<file path="src/rtl/core/wrs_pkg.sv">
// ----------------------------------------------------------------------------
// wrs_pkg
// Shared types and codes of the reassociation sequencer: event and command
// codes, phase encoding and the command run passed from front to back.
// ----------------------------------------------------------------------------
`default_nettype none

package wrs_pkg;

  localparam int unsigned RUN_MAX     = 4;
  localparam int unsigned QUEUE_DEPTH = 4;
  localparam int unsigned ADDR_W      = 4;
  localparam int unsigned DATA_W      = 32;

  typedef enum logic [2:0] {
    ACT_START      = 3'd0,
    ACT_CFG_DONE   = 3'd1,
    ACT_TX_DONE    = 3'd2,
    ACT_RX_FRAME   = 3'd3,
    ACT_TIMEOUT    = 3'd4,
    ACT_PUSH_POSS  = 3'd5,
    ACT_LEAVE      = 3'd6
  } action_e;

  typedef enum logic [3:0] {
    CMD_NONE       = 4'd0,
    CMD_QUEUE_REQ  = 4'd1,
    CMD_FREE_TX    = 4'd2,
    CMD_FREE_RX    = 4'd3,
    CMD_START_TMR  = 4'd4,
    CMD_CANCEL_TMR = 4'd5,
    CMD_PARSE_AC   = 4'd6,
    CMD_CONFIG_AC  = 4'd7,
    CMD_DISASSOC   = 4'd8,
    CMD_FORWARD    = 4'd9,
    CMD_DATA_DONE  = 4'd10,
    CMD_MGMT_DONE  = 4'd11,
    CMD_GO_INFRA   = 4'd12,
    CMD_GO_IDLE    = 4'd13,
    CMD_ERROR      = 4'd14
  } cmd_e;

  typedef enum logic [4:0] {
    PH_INIT     = 5'b00001,
    PH_TXREQ    = 5'b00010,
    PH_WAITRESP = 5'b00100,
    PH_CONFAC   = 5'b01000,
    PH_WAITPUSH = 5'b10000
  } phase_e;

  localparam logic [1:0] PKT_USER_DATA = 2'd0;
  localparam logic [1:0] PKT_MGMT_PATH = 2'd1;
  localparam logic [1:0] PKT_REASSOC   = 2'd2;

  localparam logic [1:0] FRM_CLASS3    = 2'd1;
  localparam logic [1:0] FRM_REASSOC   = 2'd2;

  localparam logic [1:0] COMP_NONE     = 2'd0;
  localparam logic [1:0] COMP_DENIED   = 2'd1;
  localparam logic [1:0] COMP_TIMEOUT  = 2'd2;

  localparam logic [1:0] REG_QOS       = 2'd0;
  localparam logic [1:0] REG_ASSOC     = 2'd1;
  localparam logic [1:0] REG_WMM_CNT   = 2'd2;

  // One event's command run; code and status belong to a go-idle command.
  typedef struct packed {
    logic [RUN_MAX-1:0][3:0] cmds;
    logic [1:0]              last_idx;
    logic [1:0]              code;
    logic [15:0]             status;
  } run_t;

endpackage

`default_nettype wire

</file>
<file path="src/rtl/core/wlan_reassociation_sequencer_top.sv">
// ----------------------------------------------------------------------------
// wlan_reassociation_sequencer_top
// Flow: an accepted event's run is written into the run queue; the issuer then
//   loads its commands (up to four) into the output register in order.
// Throughput: one event per cycle into the run queue while it is not full;
//   sustained rate is set by the issuer, one command per cycle while unstalled.
// Reset: rst_ni clears phase, flags, held denial status, queue and registers.
// ----------------------------------------------------------------------------
`default_nettype none

module wlan_reassociation_sequencer_top
  import wrs_pkg::*;
#(
  parameter int unsigned QDEPTH = QUEUE_DEPTH
) (
  input  wire logic              clk_i,
  input  wire logic              rst_ni,
  input  wire logic              psel,
  input  wire logic              penable,
  input  wire logic              pwrite,
  input  wire logic [ADDR_W-1:0] paddr,
  input  wire logic [DATA_W-1:0] pwdata,
  output logic      [DATA_W-1:0] prdata,
  output logic                   pready,
  input  wire logic              in_valid_i,
  output logic                   in_stall_o,
  input  wire logic [2:0]        action_i,
  input  wire logic [1:0]        packet_kind_i,
  input  wire logic              tx_accepted_i,
  input  wire logic              rx_ok_i,
  input  wire logic              to_ds_i,
  input  wire logic [1:0]        frame_kind_i,
  input  wire logic              da_group_i,
  input  wire logic              da_is_ours_i,
  input  wire logic [15:0]       resp_status_i,
  input  wire logic              wmm_present_i,
  input  wire logic [3:0]        wmm_set_count_i,
  input  wire logic              forward_ok_i,
  output logic                   out_valid_o,
  input  wire logic              out_stall_i,
  output logic [3:0]             command_o,
  output logic [1:0]             completion_code_o,
  output logic [15:0]            denial_status_o,
  output logic                   last_o
);

  logic       qos_q;
  logic       assoc_q;
  logic [3:0] wmm_cnt_q;
  logic       cfg_wr;
  logic [1:0] reg_idx;

  logic       q_full;
  logic       q_empty;
  logic       push;
  logic       pop;
  run_t       push_run;
  run_t       head_run;

  assign pready  = 1'b1;
  assign cfg_wr  = psel && penable && pwrite && pready;
  assign reg_idx = paddr[3:2];

  always_ff @(posedge clk_i or negedge rst_ni) begin
    if (!rst_ni) begin
      qos_q     <= 1'b0;
      assoc_q   <= 1'b0;
      wmm_cnt_q <= 4'd0;
    end else if (cfg_wr) begin
      case (reg_idx)
        REG_QOS:     qos_q     <= pwdata[0];
        REG_ASSOC:   assoc_q   <= pwdata[0];
        REG_WMM_CNT: wmm_cnt_q <= pwdata[3:0];
        default: begin
        end
      endcase
    end
  end

  always_comb begin
    case (reg_idx)
      REG_QOS:     prdata = {{(DATA_W-1){1'b0}}, qos_q};
      REG_ASSOC:   prdata = {{(DATA_W-1){1'b0}}, assoc_q};
      REG_WMM_CNT: prdata = {{(DATA_W-4){1'b0}}, wmm_cnt_q};
      default:     prdata = '0;
    endcase
  end

  wrs_front u_front (
    .clk_i                   (clk_i),
    .rst_ni                  (rst_ni),
    .in_valid_i              (in_valid_i),
    .in_stall_o              (in_stall_o),
    .action_i                (action_i),
    .packet_kind_i           (packet_kind_i),
    .tx_accepted_i           (tx_accepted_i),
    .rx_ok_i                 (rx_ok_i),
    .to_ds_i                 (to_ds_i),
    .frame_kind_i            (frame_kind_i),
    .da_group_i              (da_group_i),
    .da_is_ours_i            (da_is_ours_i),
    .resp_status_i           (resp_status_i),
    .wmm_present_i           (wmm_present_i),
    .wmm_set_count_i         (wmm_set_count_i),
    .forward_ok_i            (forward_ok_i),
    .qos_enabled_i           (qos_q),
    .station_associated_i    (assoc_q),
    .current_wmm_set_count_i (wmm_cnt_q),
    .q_full_i                (q_full),
    .push_o                  (push),
    .run_o                   (push_run)
  );

  wrs_queue #(
    .DEPTH (QDEPTH)
  ) u_queue (
    .clk_i      (clk_i),
    .rst_ni     (rst_ni),
    .push_i     (push),
    .push_run_i (push_run),
    .full_o     (q_full),
    .pop_i      (pop),
    .empty_o    (q_empty),
    .head_o     (head_run)
  );

  wrs_back u_back (
    .clk_i             (clk_i),
    .rst_ni            (rst_ni),
    .q_empty_i         (q_empty),
    .head_i            (head_run),
    .pop_o             (pop),
    .out_valid_o       (out_valid_o),
    .out_stall_i       (out_stall_i),
    .command_o         (command_o),
    .completion_code_o (completion_code_o),
    .denial_status_o   (denial_status_o),
    .last_o            (last_o)
  );

endmodule

`default_nettype wire

</file>
<file path="src/rtl/core/wrs_queue.sv">
// ----------------------------------------------------------------------------
// wrs_queue
// Small FIFO of command runs between the event front end and the issuer.
// ----------------------------------------------------------------------------
`default_nettype none

module wrs_queue
  import wrs_pkg::*;
#(
  parameter int unsigned DEPTH = QUEUE_DEPTH
) (
  input  wire logic clk_i,
  input  wire logic rst_ni,
  input  wire logic push_i,
  input  run_t      push_run_i,
  output logic      full_o,
  input  wire logic pop_i,
  output logic      empty_o,
  output run_t      head_o
);

  localparam int unsigned PTR_W = (DEPTH > 1) ? $clog2(DEPTH) : 1;
  localparam int unsigned CNT_W = $clog2(DEPTH + 1);

  run_t             mem_q [DEPTH];
  logic [PTR_W-1:0] wr_ptr_q, wr_ptr_d;
  logic [PTR_W-1:0] rd_ptr_q, rd_ptr_d;
  logic [CNT_W-1:0] cnt_q, cnt_d;

  assign full_o  = (cnt_q == CNT_W'(DEPTH));
  assign empty_o = (cnt_q == '0);
  assign head_o  = mem_q[rd_ptr_q];

  always_comb begin
    wr_ptr_d = wr_ptr_q;
    rd_ptr_d = rd_ptr_q;
    cnt_d    = cnt_q;
    if (push_i) begin
      wr_ptr_d = (wr_ptr_q == PTR_W'(DEPTH - 1)) ? '0 : wr_ptr_q + PTR_W'(1);
    end
    if (pop_i) begin
      rd_ptr_d = (rd_ptr_q == PTR_W'(DEPTH - 1)) ? '0 : rd_ptr_q + PTR_W'(1);
    end
    if (push_i && !pop_i) begin
      cnt_d = cnt_q + CNT_W'(1);
    end else if (pop_i && !push_i) begin
      cnt_d = cnt_q - CNT_W'(1);
    end
  end

  always_ff @(posedge clk_i or negedge rst_ni) begin
    if (!rst_ni) begin
      wr_ptr_q <= '0;
      rd_ptr_q <= '0;
      cnt_q    <= '0;
    end else begin
      wr_ptr_q <= wr_ptr_d;
      rd_ptr_q <= rd_ptr_d;
      cnt_q    <= cnt_d;
    end
  end

  always_ff @(posedge clk_i) begin
    if (push_i) begin
      mem_q[wr_ptr_q] <= push_run_i;
    end
  end

endmodule

`default_nettype wire

</file>
<file path="src/rtl/core/wrs_front.sv">
// ----------------------------------------------------------------------------
// wrs_front
// Event front end: accepts one event a cycle unless the queue is full, updates
// the sequencer state and builds the run of commands that the event causes.
// ----------------------------------------------------------------------------
`default_nettype none

module wrs_front
  import wrs_pkg::*;
(
  input  wire logic        clk_i,
  input  wire logic        rst_ni,
  input  wire logic        in_valid_i,
  output logic             in_stall_o,
  input  wire logic [2:0]  action_i,
  input  wire logic [1:0]  packet_kind_i,
  input  wire logic        tx_accepted_i,
  input  wire logic        rx_ok_i,
  input  wire logic        to_ds_i,
  input  wire logic [1:0]  frame_kind_i,
  input  wire logic        da_group_i,
  input  wire logic        da_is_ours_i,
  input  wire logic [15:0] resp_status_i,
  input  wire logic        wmm_present_i,
  input  wire logic [3:0]  wmm_set_count_i,
  input  wire logic        forward_ok_i,
  input  wire logic        qos_enabled_i,
  input  wire logic        station_associated_i,
  input  wire logic [3:0]  current_wmm_set_count_i,
  input  wire logic        q_full_i,
  output logic             push_o,
  output run_t             run_o
);

  phase_e      phase_q, phase_d;
  logic        resp_rcvd_q, resp_rcvd_d;
  logic        succ_q, succ_d;
  logic        pend_q, pend_d;
  logic [15:0] held_q, held_d;

  logic [2:0]  cnt;
  logic        status_zero;
  logic        parse_ac;
  logic        accept;

  assign accept     = in_valid_i && !q_full_i;
  assign in_stall_o = q_full_i;
  assign push_o     = accept;

  assign status_zero = (resp_status_i == 16'd0);
  assign parse_ac    = status_zero && qos_enabled_i && wmm_present_i &&
                       (wmm_set_count_i != current_wmm_set_count_i);

  always_comb begin
    phase_d     = phase_q;
    resp_rcvd_d = resp_rcvd_q;
    succ_d      = succ_q;
    pend_d      = pend_q;
    held_d      = held_q;
    run_o       = '0;
    cnt         = 3'd0;

    case (action_i)
      ACT_START, ACT_CFG_DONE: begin
        if (action_i == ACT_START && phase_q == PH_INIT) begin
          resp_rcvd_d = 1'b0;
          succ_d      = 1'b0;
          pend_d      = 1'b0;
          held_d      = 16'd0;
          if (tx_accepted_i) begin
            phase_d = PH_TXREQ;
            run_o.cmds[0] = CMD_QUEUE_REQ;
          end else begin
            phase_d = PH_WAITPUSH;
            run_o.cmds[0] = CMD_FREE_TX;
          end
          cnt = 3'd1;
        end else if (phase_q == PH_CONFAC) begin
          if (succ_q) begin
            run_o.cmds[0] = CMD_GO_INFRA;
          end else begin
            run_o.cmds[0] = CMD_GO_IDLE;
            run_o.code    = COMP_DENIED;
            run_o.status  = held_q;
          end
          phase_d = PH_INIT;
          cnt     = 3'd1;
        end else begin
          run_o.cmds[0] = CMD_ERROR;
          cnt = 3'd1;
        end
      end
      ACT_TX_DONE: begin
        case (packet_kind_i)
          PKT_USER_DATA: run_o.cmds[0] = CMD_DATA_DONE;
          PKT_MGMT_PATH: run_o.cmds[0] = CMD_MGMT_DONE;
          default:       run_o.cmds[0] = CMD_FREE_TX;
        endcase
        cnt = 3'd1;
        if (packet_kind_i == PKT_REASSOC) begin
          if (phase_q == PH_TXREQ) begin
            phase_d = PH_WAITRESP;
            run_o.cmds[1] = CMD_START_TMR;
          end else begin
            run_o.cmds[1] = CMD_ERROR;
          end
          cnt = 3'd2;
        end
      end
      ACT_RX_FRAME: begin
        if (!rx_ok_i || to_ds_i) begin
          run_o.cmds[0] = CMD_FREE_RX;
          cnt = 3'd1;
        end else if (frame_kind_i == FRM_CLASS3 && !da_group_i) begin
          // Unicast class 3 frame: freed, and disassociated if the station is not associated.
          run_o.cmds[0] = CMD_FREE_RX;
          cnt = 3'd1;
          if (!station_associated_i) begin
            run_o.cmds[1] = CMD_DISASSOC;
            cnt = 3'd2;
          end
        end else if (!(frame_kind_i == FRM_REASSOC && da_is_ours_i && !resp_rcvd_q)) begin
          run_o.cmds[0] = CMD_FREE_RX;
          cnt = 3'd1;
        end else begin
          if (parse_ac) begin
            pend_d = 1'b1;
            run_o.cmds[cnt[1:0]] = CMD_PARSE_AC;
            cnt = cnt + 3'd1;
          end
          if (!status_zero) begin
            held_d = resp_status_i;
          end
          run_o.cmds[cnt[1:0]] = CMD_FORWARD;
          cnt = cnt + 3'd1;
          // A failed forward leaves the response unconsumed.
          if (forward_ok_i) begin
            resp_rcvd_d = 1'b1;
            run_o.cmds[cnt[1:0]] = CMD_CANCEL_TMR;
            cnt = cnt + 3'd1;
            if (status_zero) begin
              succ_d = 1'b1;
            end
            if (phase_q == PH_WAITRESP) begin
              if (pend_d) begin
                phase_d = PH_CONFAC;
                run_o.cmds[cnt[1:0]] = CMD_CONFIG_AC;
              end else begin
                phase_d = PH_INIT;
                if (succ_d) begin
                  run_o.cmds[cnt[1:0]] = CMD_GO_INFRA;
                end else begin
                  run_o.cmds[cnt[1:0]] = CMD_GO_IDLE;
                  run_o.code   = COMP_DENIED;
                  run_o.status = held_d;
                end
              end
            end else begin
              run_o.cmds[cnt[1:0]] = CMD_ERROR;
            end
            cnt = cnt + 3'd1;
          end
        end
      end
      ACT_TIMEOUT: begin
        if (phase_q == PH_WAITRESP) begin
          if (succ_q) begin
            run_o.cmds[0] = CMD_GO_INFRA;
          end else begin
            run_o.cmds[0] = CMD_GO_IDLE;
            run_o.code    = COMP_TIMEOUT;
          end
          phase_d = PH_INIT;
          cnt     = 3'd1;
        end
      end
      ACT_PUSH_POSS: begin
        if (phase_q == PH_WAITPUSH) begin
          if (tx_accepted_i) begin
            phase_d = PH_TXREQ;
            run_o.cmds[0] = CMD_QUEUE_REQ;
          end else begin
            phase_d = PH_WAITPUSH;
            run_o.cmds[0] = CMD_FREE_TX;
          end
          cnt = 3'd1;
        end
      end
      ACT_LEAVE: begin
        phase_d = PH_INIT;
      end
      default: begin
      end
    endcase

    // An event without effect still reports a single no-op command.
    if (cnt == 3'd0) begin
      run_o.cmds[0] = CMD_NONE;
      cnt = 3'd1;
    end
    run_o.last_idx = 2'(cnt - 3'd1);
  end

  always_ff @(posedge clk_i or negedge rst_ni) begin
    if (!rst_ni) begin
      phase_q     <= PH_INIT;
      resp_rcvd_q <= 1'b0;
      succ_q      <= 1'b0;
      pend_q      <= 1'b0;
      held_q      <= 16'd0;
    end else if (accept) begin
      phase_q     <= phase_d;
      resp_rcvd_q <= resp_rcvd_d;
      succ_q      <= succ_d;
      pend_q      <= pend_d;
      held_q      <= held_d;
    end
  end

endmodule

`default_nettype wire

</file>
<file path="src/rtl/core/wrs_back.sv">
// ----------------------------------------------------------------------------
// wrs_back
// Command issuer: walks the run at the queue head and presents one command a
// cycle, while the output is not stalled, in an output register.
// ----------------------------------------------------------------------------
`default_nettype none

module wrs_back
  import wrs_pkg::*;
(
  input  wire logic        clk_i,
  input  wire logic        rst_ni,
  input  wire logic        q_empty_i,
  input  run_t             head_i,
  output logic             pop_o,
  output logic             out_valid_o,
  input  wire logic        out_stall_i,
  output logic [3:0]       command_o,
  output logic [1:0]       completion_code_o,
  output logic [15:0]      denial_status_o,
  output logic             last_o
);

  logic [1:0]  idx_q, idx_d;
  logic        valid_q, valid_d;
  logic [3:0]  cmd_q;
  logic [1:0]  code_q;
  logic [15:0] status_q;
  logic        last_q;

  logic        load;
  logic [3:0]  cur_cmd;
  logic        cur_last;
  logic        is_idle;

  assign load     = !q_empty_i && (!valid_q || !out_stall_i);
  assign cur_cmd  = head_i.cmds[idx_q];
  assign cur_last = (idx_q == head_i.last_idx);
  assign is_idle  = (cur_cmd == CMD_GO_IDLE);
  assign pop_o    = load && cur_last;

  always_comb begin
    idx_d   = idx_q;
    valid_d = valid_q && out_stall_i;
    if (load) begin
      valid_d = 1'b1;
      idx_d   = cur_last ? 2'd0 : idx_q + 2'd1;
    end
  end

  always_ff @(posedge clk_i or negedge rst_ni) begin
    if (!rst_ni) begin
      idx_q   <= 2'd0;
      valid_q <= 1'b0;
    end else begin
      idx_q   <= idx_d;
      valid_q <= valid_d;
    end
  end

  always_ff @(posedge clk_i) begin
    if (load) begin
      cmd_q    <= cur_cmd;
      code_q   <= is_idle ? head_i.code : COMP_NONE;
      status_q <= is_idle ? head_i.status : 16'd0;
      last_q   <= cur_last;
    end
  end

  assign out_valid_o       = valid_q;
  assign command_o         = cmd_q;
  assign completion_code_o = code_q;
  assign denial_status_o   = status_q;
  assign last_o            = last_q;

  // The run index never walks past the final command of the head run.
  assert property (@(posedge clk_i) disable iff (!rst_ni)
    !q_empty_i |-> (idx_q <= head_i.last_idx))
    else $error("run index beyond final command");

  assert property (@(posedge clk_i) disable iff (!rst_ni)
    (valid_q && cmd_q != CMD_GO_IDLE) |-> (code_q == COMP_NONE))
    else $error("completion code on a command other than go idle");

  assert property (@(posedge clk_i) disable iff (!rst_ni)
    (valid_q && code_q != COMP_DENIED) |-> (status_q == 16'd0))
    else $error("denial status without a denial");

  assert property (@(posedge clk_i) disable iff (!rst_ni)
    (valid_q && !last_q && !out_stall_i) |=> valid_q)
    else $error("command run broken off before its final command");

endmodule

`default_nettype wire
</file>
<file path="config.mk">
export PLATFORM = sky130hd
export DESIGN_NAME = wlan_reassociation_sequencer_top
export DESIGN_NICKNAME = d
export VERILOG_FILES = /design/src/rtl/core/wrs_pkg.sv /design/src/rtl/core/wlan_reassociation_sequencer_top.sv /design/src/rtl/core/wrs_queue.sv /design/src/rtl/core/wrs_front.sv /design/src/rtl/core/wrs_back.sv
export SDC_FILE = /design/constraint.sdc
export NUM_CORES = 1
export LEC_CHECK = 0
export BUFFER_PORTS_ARGS = -buffer_cell sky130_fd_sc_hd__buf_2
export CAP_MARGIN = 0
export CORE_MARGIN = 1
export CORE_UTILIZATION = 46
export DETAILED_ROUTE_END_ITERATION = 8
export GPL_TIMING_DRIVEN = 0
export PLACE_DENSITY = 0.65
export SLEW_MARGIN = 40
export SYNTH_ARGS = -nofsm -noshare
export SYNTH_HDL_FRONTEND = slang
export SYNTH_HIERARCHICAL = 1
export SYNTH_SLANG_ARGS = --single-unit
</file>
<file path="constraint.sdc">
create_clock -name clk_i -period 7.3 [get_ports clk_i]
set_clock_uncertainty 0.1 [all_clocks]
set_input_delay 0.365 -clock clk_i [delete_from_list [all_inputs] [get_ports clk_i]]
set_output_delay 0.365 -clock clk_i [all_outputs]
set_load 0.02 [all_outputs]
</file>
==> impl_results.rst <==
.. list-table::
   :header-rows: 1

   * - Metric
     - Value
   * - Run status
     - complete, no violations
   * - Portion of total power attributed to combinational logic
     - 0.299
   * - Placeable core region
     - just under 0.02 sq mm
   * - Switching part of the total
     - 0.290
   * - Number of H-tree branching levels
     - 1
   * - Net total in the final layout
     - around 800
   * - Number of buffers added by the clock tree synthesis step
     - 22
   * - Synth top area cells
     - sky130_fd_sc_hd__edfxtp_1 (54%), sky130_fd_sc_hd__dfrtp_1 (11%), sky130_fd_sc_hd__mux4_2 (9.7%)
   * - Clock Root Buffer
     - sky130_fd_sc_hd__clkbuf_16
   * - Worst Setup SP
     - resp_status_i[8]
   * - Clk_lat worst skew
     - 0.51 ns
   * - Total clock sinks
     - about 210
   * - Mapped Avg Cell Area
     - around 16 sq um
   * - Overall power after layout
     - ~4.0 mW
   * - Number of filler instances in the final layout
     - roughly 1600
   * - Share of final-layout standard cells stronger than drive strength 1
     - 0.355
   * - Share of the cycle needed by the critical path after routing
     - 0.546
   * - Area enclosed by the die boundary
     - 0.0207 sq mm
   * - Antenna violations before repair
     - 0
   * - Reg2Reg Setup Slack
     - around 4 ns
   * - Worst Tran Pin Value
     - between 0.7 and 0.8 ns
   * - Total count of max-transition violations in the final report
     - 0
   * - Drt wl/cell
     - 19.5 um
   * - Fin crit period
     - 3.99 ns
   * - Filler-free cell count of the finished design
     - approximately 980
   * - Yosys cell types
     - 68
   * - Critical Path Source Type
     - input port
   * - First-pass GRT wire length
     - between 30 and 40 mm
   * - Worst hold-check path type
     - in -> reg
   * - Global placer's final weighted congestion
     - about 0.9
   * - Global-route usage over all layers
     - 0.195
   * - Count leader, synth
     - sky130_fd_sc_hd__edfxtp_1
   * - Post-DR vias/cell
     - around 5.4
   * - Count of maximum capacitance violations
     - 0
   * - Power per cell area
     - 367 mW/mm^2
   * - Vert. Die Dim
     - 144 um
   * - Critical register-to-register path startpoint
     - wmm_cnt_q[1]
   * - Area fraction of the dominant cell type after synthesis
     - 0.540
   * - Capturing element of the worst setup path
     - u_queue/mem_q[1][21]
   * - Worst r2r dst
     - u_queue/mem_q[1][21]
   * - Synth warnings
     - 6
   * - Post-synth EDFFs
     - between 150 and 200
   * - Total Routed Length
     - 19.2 mm
   * - Number of setup buffers added after CTS
     - 0
   * - Number of placed instances with taps included
     - 938
   * - Number of input and output port buffers inserted
     - ~70
   * - Share of synthesized area occupied by flip-flops and latches
     - 0.648
   * - Number of detailed-route iterations in the first pass
     - 5
   * - Final core area utilization
     - 0.564
   * - Iteration-0 DRC Markers
     - between 300 and 400
   * - Number of design rule violations left after detail routing
     - 0
   * - Worst Path Required
     - about 7.4 ns
   * - Area of all sequential standard cells
     - around 0.006 sq mm
   * - TritonCTS clock tree
     - yes
   * - Top-Level Pins
     - about 140
   * - Critical path start-end classification
     - in -> reg
   * - Most frequent cells after synthesis
     - sky130_fd_sc_hd__edfxtp_1 (167), sky130_fd_sc_hd__mux4_2 (40), sky130_fd_sc_hd__dfrtp_1 (39)
   * - Maximum achievable frequency
     - between 200 and 300 MHz
   * - Effective utilization at floorplan
     - 0.474
   * - Worst path arrival time
     - roughly 4.1 ns
   * - Power share of the clock group
     - 0.285
   * - Predominant post-synthesis flop cell
     - sky130_fd_sc_hd__edfxtp_1
   * - Final setup TNS
     - 0 ns
   * - Horizontal die dimension
     - roughly 140 um
   * - Post-CTS clock slew at the launch and capture registers of the worst setup and hold paths
     - ~0.060 ns
   * - Number of standard-cell rows in the floorplan
     - 51
   * - Post-synthesis register bit count
     - about 210
   * - Final number of setup-violating endpoints
     - 0
   * - Number of antenna cells inserted
     - 0
   * - Area growth, synth to finish
     - 19.0%
   * - Number of buffers on the longest clock path
     - 3
   * - Top cell type by total area after synthesis
     - sky130_fd_sc_hd__edfxtp_1
   * - Internal power
     - around 2.9 mW
   * - Type of element capturing the critical path
     - register
   * - Overall overflow remaining after global route
     - 0
   * - Post-placement setup slack
     - about 3.5 ns
   * - Antenna Nets Post-Route
     - 0
   * - Max rail drop VDD
     - about 0.18 mV
   * - Synthesized instance count
     - about 570
   * - Via Count
     - approximately 5300
   * - Unrepaired setup endpoints after global routing
     - no
   * - Worst R2R Path Depth
     - 11
   * - Mapped Area
     - between 0.009 and 0.01 sq mm
   * - Hold violation total from the final report
     - 0
   * - Vias in the first global route
     - between 5000 and 6000
   * - DP HPWL
     - between 10 and 15 mm
   * - Sequential group share of total power
     - 0.416
   * - Area of the multi-input gates
     - a little under 0.003 sq mm
   * - Pin count of the biggest net entering global routing
     - a little over 40
   * - Worst max-slew margin expressed relative to the limit
     - 0.529
   * - Switching power
     - approximately 1.2 mW
   * - Crit-path max FO
     - 10
   * - Setup slack of the critical path after layout
     - approximately 3.3 ns
   * - P_leak
     - about 4.2 nW
   * - Async S/R FF share, synth
     - 0.193
[through the flow]
step           instance area, sq um  hold slack (ns)
6_report                      11000           0.0151
2_1_floorplan                  9380          -0.0306
5_1_grt                       11000           0.0101
4_1_cts                       11000          0.00242
3_5_place_dp                  10200            0.286
3_3_place_gp                  10100            0.371
[power by group through the flow]
stage | sequential, mW | combinational, mW | clock, mW
floorplan | 1.77 | 0.798 | 0
global placement | 1.71 | 1.15 | 0
detailed placement | 1.71 | 1.23 | 0
CTS | 1.69 | 1.23 | 1.18
global route | 1.71 | 1.31 | 1.23
finish | 1.68 | 1.21 | 1.15
[timing repair]
action / in CTS / in global routing
endpoints found under the hold margin: 44 / 0
hold buffers: 6 / 0
resized for setup: 0 / 0
[final cells by class]
cell class | count | area share
multi-input cells | 319 | 0.266
clock buffers | 29 | 0.0559
flip-flops and latches | 207 | 0.545
repair buffers | 83 | 0.0469
plain buffers | 55 | 0.0375
clock inverters | 11 | 0.0141
inverters | 15 | 0.00510
well taps | 265 | 0.0300
[critical path, stage by stage]
cell,delay (ns)
sky130_fd_sc_hd__dlygate4sd3_1,0.52
sky130_fd_sc_hd__buf_2,0.13
sky130_fd_sc_hd__nor4_1,0.53
sky130_fd_sc_hd__nand4_1,0.34
sky130_fd_sc_hd__nor3_1,0.31
sky130_fd_sc_hd__buf_2,0.29
sky130_fd_sc_hd__inv_2,0.09
sky130_fd_sc_hd__ha_1,0.29
sky130_fd_sc_hd__or2_2,0.28
sky130_fd_sc_hd__a21oi_1,0.14
sky130_fd_sc_hd__o21a_1,0.15
sky130_fd_sc_hd__nor4b_2,0.40
sky130_fd_sc_hd__a21oi_1,0.23
[worst min path at each step]
stage,from,to,slack [ns],depth (start not counted)
floorplan,rst_ni,assoc_q,-0.03,0
global placement,u_queue/cnt_q[2],u_queue/cnt_q[2],0.37,1
detailed placement,rst_ni,u_front/phase_q[1],0.29,1
CTS,out_stall_i,u_back/out_valid_o,0.002,3
global route,resp_status_i[10],u_front/held_q[10],0.01,2
finish,out_stall_i,u_back/out_valid_o,0.02,3
[cells by family after synthesis]
group	count (synthesis)	synth area share
flip-flops	207	0.648
AND/OR/NAND/NOR	131	0.0914
AO/OA/AOI/OAI	82	0.0677
buffers and inverters	70	0.0507
multiplexers	57	0.117
adder cells (fa/ha/maj)	11	0.0156
XOR/XNOR	9	0.00849
other	2	0.000809
[metal layers]
metal,share of wire,track usage
met2,0.51,0.333
met1,0.42,0.258
met3,0.057,0.0321
met5,0,0
met4,0.016,0.0588
[state kept, by name, indices dropped and copies added, names as in the netlist, 3 cells and up]
register                count
u_queue/mem_q             144
u_back/command_o            4
u_front/held_q             16
wmm_cnt_q                   4
u_back/denial_status_o     16
u_queue/cnt_q               3
u_front/phase_q             5
[cells in the final DEF, fill, tap and decap left out, types with 10 or more instances in the layout]
cell type / count
sky130_fd_sc_hd__and2_4: 14
sky130_fd_sc_hd__nand2_1: 22
sky130_fd_sc_hd__buf_2: 82
sky130_fd_sc_hd__clkbuf_16: 22
sky130_fd_sc_hd__ha_1: 10
sky130_fd_sc_hd__edfxtp_1: 167
sky130_fd_sc_hd__inv_1: 13
sky130_fd_sc_hd__a21oi_1: 11
sky130_fd_sc_hd__a22o_1: 32
sky130_fd_sc_hd__mux4_2: 40
sky130_fd_sc_hd__mux2_2: 10
sky130_fd_sc_hd__nor2_1: 18
sky130_fd_sc_hd__dfrtp_1: 39
sky130_fd_sc_hd__conb_1: 29
sky130_fd_sc_hd__buf_4: 35
sky130_fd_sc_hd__o21ai_0: 11
Note: power is estimated with default switching activity, not from simulation.
